File: src/rtl/ips_pkg.sv
// Shared widths, register indexes and reset values for the incremental PID speed block.
package ips_pkg;

    localparam int SPEED_W   = 12;
    localparam int DIFF_W    = 13;
    localparam int ERR_W     = 11;
    localparam int DERR_W    = 12;
    localparam int DDERR_W   = 13;
    localparam int DRV_W     = 13;
    localparam int GAIN_W    = 16;
    localparam int ELIM_W    = 10;
    localparam int OLIM_W    = 12;
    localparam int SUM_W     = 32;
    localparam int CFG_IDX_W = 3;
    localparam int CFG_DAT_W = 16;

    localparam int GAIN_FRAC_BITS_DEF = 8;

    localparam logic [CFG_IDX_W-1:0] REG_KP   = 3'd0;
    localparam logic [CFG_IDX_W-1:0] REG_KI   = 3'd1;
    localparam logic [CFG_IDX_W-1:0] REG_KD   = 3'd2;
    localparam logic [CFG_IDX_W-1:0] REG_ELIM = 3'd3;
    localparam logic [CFG_IDX_W-1:0] REG_OLIM = 3'd4;

    localparam logic [GAIN_W-1:0] KP_RST   = 16'd3072;
    localparam logic [GAIN_W-1:0] KI_RST   = 16'd230;
    localparam logic [GAIN_W-1:0] KD_RST   = 16'd256;
    localparam logic [ELIM_W-1:0] ELIM_RST = 10'd50;
    localparam logic [OLIM_W-1:0] OLIM_RST = 12'd1000;

endpackage

File: src/rtl/incremental_pid_speed.sv
// Incremental (velocity-form) PID speed controller, top level.
//
//  channel  | handshake                  | payload
//  ---------+----------------------------+------------------------------------
//  in       | i_in_valid / o_in_ready    | i_target_speed, i_measured_speed
//  out      | o_out_valid / i_out_ready  | o_drive_value
//  cfg      | i_cfg_we                   | i_cfg_idx, i_cfg_wdata
//
//  The path runs through the input register, then the result register.
//  One beat per cycle unless the output stalls; the state feedback (held drive,
//  past errors) closes through the single compute pass between the two registers.
//  Reset restores register defaults and clears the held drive and past errors.
//  A stalled output holds the result; the input register still fills, then stalls.
module incremental_pid_speed #(
    parameter int GAIN_FRAC_BITS = ips_pkg::GAIN_FRAC_BITS_DEF
) (
    input  logic                                   i_clk,
    input  logic                                   i_rst_n,
    input  logic                                   i_in_valid,
    output logic                                   o_in_ready,
    input  logic signed [ips_pkg::SPEED_W-1:0]     i_target_speed,
    input  logic signed [ips_pkg::SPEED_W-1:0]     i_measured_speed,
    output logic                                   o_out_valid,
    input  logic                                   i_out_ready,
    output logic signed [ips_pkg::DRV_W-1:0]       o_drive_value,
    input  logic                                   i_cfg_we,
    input  logic        [ips_pkg::CFG_IDX_W-1:0]   i_cfg_idx,
    input  logic        [ips_pkg::CFG_DAT_W-1:0]   i_cfg_wdata
);

    localparam int SUM_W = ips_pkg::SUM_W;
    localparam logic [SUM_W-1:0] TRUNC_BIAS =
        SUM_W'((64'd1 << GAIN_FRAC_BITS) - 64'd1);

    // config
    logic [ips_pkg::GAIN_W-1:0] r_kp, r_ki, r_kd;
    logic [ips_pkg::ELIM_W-1:0] r_elim;
    logic [ips_pkg::OLIM_W-1:0] r_olim;

    // input stage
    logic                              r_in_valid;
    logic signed [ips_pkg::SPEED_W-1:0] r_tgt, r_meas;

    // state and result
    logic signed [ips_pkg::DRV_W-1:0]  r_acc;
    logic signed [ips_pkg::ERR_W-1:0]  r_last_err, r_prior_err;
    logic                              r_out_valid;
    logic signed [ips_pkg::DRV_W-1:0]  r_drive;

    logic advance;
    logic in_take;

    logic signed [ips_pkg::DIFF_W-1:0]  diff, elim_s;
    logic signed [ips_pkg::ERR_W-1:0]   err;
    logic signed [ips_pkg::DERR_W-1:0]  derr;
    logic signed [ips_pkg::DDERR_W-1:0] dderr;
    logic signed [ips_pkg::GAIN_W:0]    kp_s, ki_s, kd_s;
    logic signed [SUM_W-1:0]            prod_p, prod_i, prod_d, sum, biased, inc, total, olim_s;
    logic signed [ips_pkg::DRV_W-1:0]   n_acc;

    function automatic logic signed [ips_pkg::DIFF_W-1:0] DIFF_W_ext(
        input logic signed [ips_pkg::SPEED_W-1:0] v
    );
        return ips_pkg::DIFF_W'(v);
    endfunction

    assign advance    = r_in_valid && (!r_out_valid || i_out_ready);
    assign o_in_ready = !r_in_valid || advance;
    assign in_take    = i_in_valid && o_in_ready;

    always_comb begin
        diff   = DIFF_W_ext(r_tgt) - DIFF_W_ext(r_meas);
        elim_s = $signed({3'b000, r_elim});
        if (diff > elim_s) begin
            err = ips_pkg::ERR_W'(elim_s);
        end else if (diff < -elim_s) begin
            err = ips_pkg::ERR_W'(-elim_s);
        end else begin
            err = ips_pkg::ERR_W'(diff);
        end
        derr  = ips_pkg::DERR_W'(err) - ips_pkg::DERR_W'(r_last_err);
        dderr = ips_pkg::DDERR_W'(err) - (ips_pkg::DDERR_W'(r_last_err) <<< 1)
              + ips_pkg::DDERR_W'(r_prior_err);
        kp_s   = $signed({1'b0, r_kp});
        ki_s   = $signed({1'b0, r_ki});
        kd_s   = $signed({1'b0, r_kd});
        prod_i = ki_s * err;
        prod_p = kp_s * derr;
        prod_d = kd_s * dderr;
        sum    = prod_i + prod_p + prod_d;
        // round toward zero on the fraction drop
        biased = sum + (sum[SUM_W-1] ? $signed(TRUNC_BIAS) : $signed(SUM_W'(0)));
        inc    = biased >>> GAIN_FRAC_BITS;
        total  = SUM_W'(r_acc) + inc;
        olim_s = $signed(SUM_W'(r_olim));
        if (total > olim_s) begin
            n_acc = ips_pkg::DRV_W'(olim_s);
        end else if (total < -olim_s) begin
            n_acc = ips_pkg::DRV_W'(-olim_s);
        end else begin
            n_acc = ips_pkg::DRV_W'(total);
        end
    end

    always_ff @(posedge i_clk) begin
        if (!i_rst_n) begin
            r_kp   <= ips_pkg::KP_RST;
            r_ki   <= ips_pkg::KI_RST;
            r_kd   <= ips_pkg::KD_RST;
            r_elim <= ips_pkg::ELIM_RST;
            r_olim <= ips_pkg::OLIM_RST;
        end else if (i_cfg_we) begin
            unique case (i_cfg_idx)
                ips_pkg::REG_KP:   r_kp   <= i_cfg_wdata;
                ips_pkg::REG_KI:   r_ki   <= i_cfg_wdata;
                ips_pkg::REG_KD:   r_kd   <= i_cfg_wdata;
                ips_pkg::REG_ELIM: r_elim <= i_cfg_wdata[ips_pkg::ELIM_W-1:0];
                ips_pkg::REG_OLIM: r_olim <= i_cfg_wdata[ips_pkg::OLIM_W-1:0];
                default: ;
            endcase
        end
    end

    always_ff @(posedge i_clk) begin
        if (!i_rst_n) begin
            r_in_valid  <= 1'b0;
            r_out_valid <= 1'b0;
            r_acc       <= '0;
            r_last_err  <= '0;
            r_prior_err <= '0;
        end else begin
            if (in_take) begin
                r_in_valid <= 1'b1;
            end else if (advance) begin
                r_in_valid <= 1'b0;
            end
            if (advance) begin
                r_out_valid <= 1'b1;
                r_acc       <= n_acc;
                r_prior_err <= r_last_err;
                r_last_err  <= err;
            end else if (i_out_ready) begin
                r_out_valid <= 1'b0;
            end
        end
    end

    always_ff @(posedge i_clk) begin
        if (in_take) begin
            r_tgt  <= i_target_speed;
            r_meas <= i_measured_speed;
        end
        if (advance) begin
            r_drive <= n_acc;
        end
    end

    assign o_out_valid   = r_out_valid;
    assign o_drive_value = r_drive;

`ifndef NO_ASSERTIONS
    a_drive_matches_state: assert property (@(posedge i_clk) disable iff (!i_rst_n)
        o_out_valid |-> o_drive_value == r_acc)
        else $error("shown drive differs from held drive");

    a_advance_fills_out: assert property (@(posedge i_clk) disable iff (!i_rst_n)
        advance |=> o_out_valid)
        else $error("computed beat not presented");

    a_stall_cause: assert property (@(posedge i_clk) disable iff (!i_rst_n)
        !o_in_ready |-> (r_in_valid && o_out_valid && !i_out_ready))
        else $error("input stalled without a full pipeline");
`endif

endmodule
File: config.mk
export PLATFORM = sky130hd
export DESIGN_NAME = incremental_pid_speed
export DESIGN_NICKNAME = d
export VERILOG_FILES = /design/src/rtl/ips_pkg.sv /design/src/rtl/incremental_pid_speed.sv
export SDC_FILE = /design/constraint.sdc
export NUM_CORES = 2
export LEC_CHECK = 0
export ABC_AREA = 1
export BUFFER_PORTS_ARGS = -buffer_cell sky130_fd_sc_hd__buf_4
export CAP_MARGIN = 0
export CORE_MARGIN = 4
export CORE_UTILIZATION = 58
export CTS_BUF_LIST = sky130_fd_sc_hd__clkbuf_4
export DETAILED_ROUTE_END_ITERATION = 12
export PLACE_DENSITY = 0.78
export SLEW_MARGIN = 5
export SYNTH_ARGS = -nofsm -noshare
export SYNTH_HDL_FRONTEND = slang
export SYNTH_SLANG_ARGS = --single-unit
File: constraint.sdc
create_clock -name i_clk -period 16.96 [get_ports i_clk]
set_input_delay 0.848 -clock i_clk [delete_from_list [all_inputs] [get_ports i_clk]]
set_output_delay 0.848 -clock i_clk [all_outputs]
set_load 0.01 [all_outputs]
==> results.json <==
{
  "status": "finished clean",
  "cts_tree": "yes",
  "wl_um": 89400,
  "worst_pin_slew_ns": 1.13,
  "post-dp-hpwl_um": 75700,
  "die_w_um": 238,
  "numCtsBuffers": 17,
  "timing.fmax_mhz": 61.3,
  "slowest_stage": "fa_1",
  "synthTopCellsByArea": "fa_1 (35%), ha_1 (13%), inv_1 (12%)",
  "yosysTopAreaCellShare": 0.353,
  "grt_pass1_vias": 26500,
  "finalClockSkew_ns": 0.0329,
  "drt_iter0_drc": 1986,
  "placementRows": 84,
  "setup_viol": 0,
  "hp-class": "primary input to flip-flop",
  "core_sq_um": 52600,
  "timing.hold.ws_ns": 0.339,
  "drv_slew": 0,
  "portBuffers": 62,
  "dieArea_sq_um": 56800,
  "io_pins": 63,
  "synth_most_common_cell": "inv_1",
  "clk_pin_slew_ns": 0.17,
  "yosysTopAreaCell": "fa_1",
  "drtPass1Iterations": 6,
  "synth_area_sq_um": 30800,
  "max-cap-violations": 0,
  "layout_min_cycle_time_ns": 16.31,
  "final_hold_viol_count": 0,
  "h-tree-depth": 4,
  "die_h_um": 238,
  "critPathArrivalTime_ns": 16.90,
  "cp_slowest_stage_delay_ns": 0.60,
  "grt_pass1_wl_um": 141000,
  "yosys_most_used_dff": "dfxtp_1",
  "grt_max_degree": 92,
  "ctsHoldBuffers": 0,
  "cp_common_cell": "nand2_1",
  "grt-ovfl-total": 0,
  "synth_seq_cells": 144,
  "fin_crit_sh": 0.962,
  "drt.antenna.violating_nets": 0,
  "nets": 4988,
  "drive_gt1_frac": 0.129,
  "drc": 0,
  "area_delta_synth_final_pct": 11.2,
  "wl_per_cell_um": 18.7,
  "synthArstFlopShare": 0,
  "path_max_fanout": 8,
  "slew_headroom": 0.243,
  "grt_usage": 0.317,
  "vias_per_cell": 5.44,
  "worst-setup-path-type": "flip-flop to flip-flop",
  "antenna_found_initial": 4,
  "syn_inst": 3912,
  "startpoint_type": "flip-flop",
  "place_congestion": 1.00,
  "synth_nets": 4824,
  "cts_sinks": 144,
  "ys_types": 56,
  "syn_avg_cell_area_sq_um": 7.87,
  "clk_latency_ns": 0.68,
  "cts_root_buf": "clkbuf_4",
  "ctsLongestPathBuffers": 2,
  "yosys-top-cells-count": "inv_1 (986), nand2_1 (697), fa_1 (543)",
  "end_kind": "flip-flop",
  "ys_warn_count": 0,
  "synth_edf_count": 37,
  "yosysSeqAreaShare": 0.106,
  "dr_total_vias": 26000,
  "initial_core_util": 0.586,
  "worstPathRequired_ns": 17.55
}
worst paths after layout:
check             slack (ns)  cells after the start               start          end
hold reg to reg         0.53                      2         o_out_valid  o_out_valid
setup / recovery        0.65                     98            r_tgt[0]     r_acc[0]
setup reg to reg        0.65                     98            r_tgt[0]     r_acc[0]
hold / removal          0.34                      1  i_target_speed[11]    r_tgt[11]
state kept, by name, indices dropped and copies added, names as in the netlist:
| name | flops |
|---|---|
| r_ki | 16 |
| r_acc | 13 |
| o_out_valid | 1 |
| r_kp | 16 |
| r_elim | 10 |
| r_prior_err | 11 |
| r_meas | 12 |
| o_drive_value | 13 |
| r_last_err | 11 |
| r_olim | 12 |
| r_tgt | 12 |
| r_in_valid | 1 |
| r_kd | 16 |
kinds of logic after synthesis:
logic type      after synthesis  share of synthesized area
compound gates              380                     0.0675
simple gates               1334                      0.183
xor+xnor                     78                     0.0227
buf+inv                    1112                      0.137
fa+ha+maj                   864                      0.484
flops                       144                      0.106
through the flow:
stage	cells	setup WS (ns)	cell area, sq um	util	TNS [ns]
floorplan	3912	1.14	30800	-	0
global placement	4705	0.321	32800	0.624	0
detailed placement	4705	-0.00779	32800	0.624	-0.00779
CTS	4737	0.0610	33100	0.630	0
global route	4778	-0.212	34200	0.651	-4.29
finish	4780	0.647	34200	0.652	0
what timing repair did:
item,CTS,global route
setup endpoints to repair,24,26
setup buffers,0,37
resized for setup,2,192
cloned,0,3
pin swaps,0,87
area by class of cell:
| type | instances | area, sq um |
|---|---|---|
| Sequential cell | 144 | 3250 |
| Tap cell | 688 | 861 |
| Clock buffer | 17 | 128 |
| Fill cell | 4380 | 18300 |
| Clock inverter | 15 | 185 |
| Inverter | 1007 | 3790 |
| Timing Repair Buffer | 248 | 1920 |
| Timing Repair inverter | 1 | 7.51 |
| Multi-Input combinational cell | 2657 | 24100 |
| Antenna cell | 3 | 7.51 |
layer usage:
layer,part of all wire,vias up,track usage
met3,0.10,254,0.0741
met1,0.39,12600,0.420
li1,-,12000,-
met5,0.00057,-,0
met2,0.45,1144,0.507
met4,0.050,6,0.132
critical path: cells and delay by family (launching register included):
| family | cells | cell delay [ns] |
|---|---|---|
| DFF | 1 | 0.39 |
| adders and majority gates | 16 | 6.22 |
| buffers and inverters | 18 | 1.64 |
| and+or+nand+nor | 49 | 5.56 |
| AOI/OAI and AO/OA | 13 | 1.97 |
| xor gates and xnor gates | 2 | 0.42 |
layout by cell type (no fill, tap or decap), types with 44 or more instances in the layout:
cell type	netlist	layout
inv_1	986	971
nand2_1	697	673
fa_1	543	521
nor2_1	392	382
ha_1	321	292
buf_4	4	241
a21oi_1	186	168
dfxtp_1	107	107
o21ai_0	118	105
nand3_1	105	97
xor2_1	51	44
Power is not shown: default switching activity piles up to over one toggle a cycle in this logic, so the estimate is an artifact.
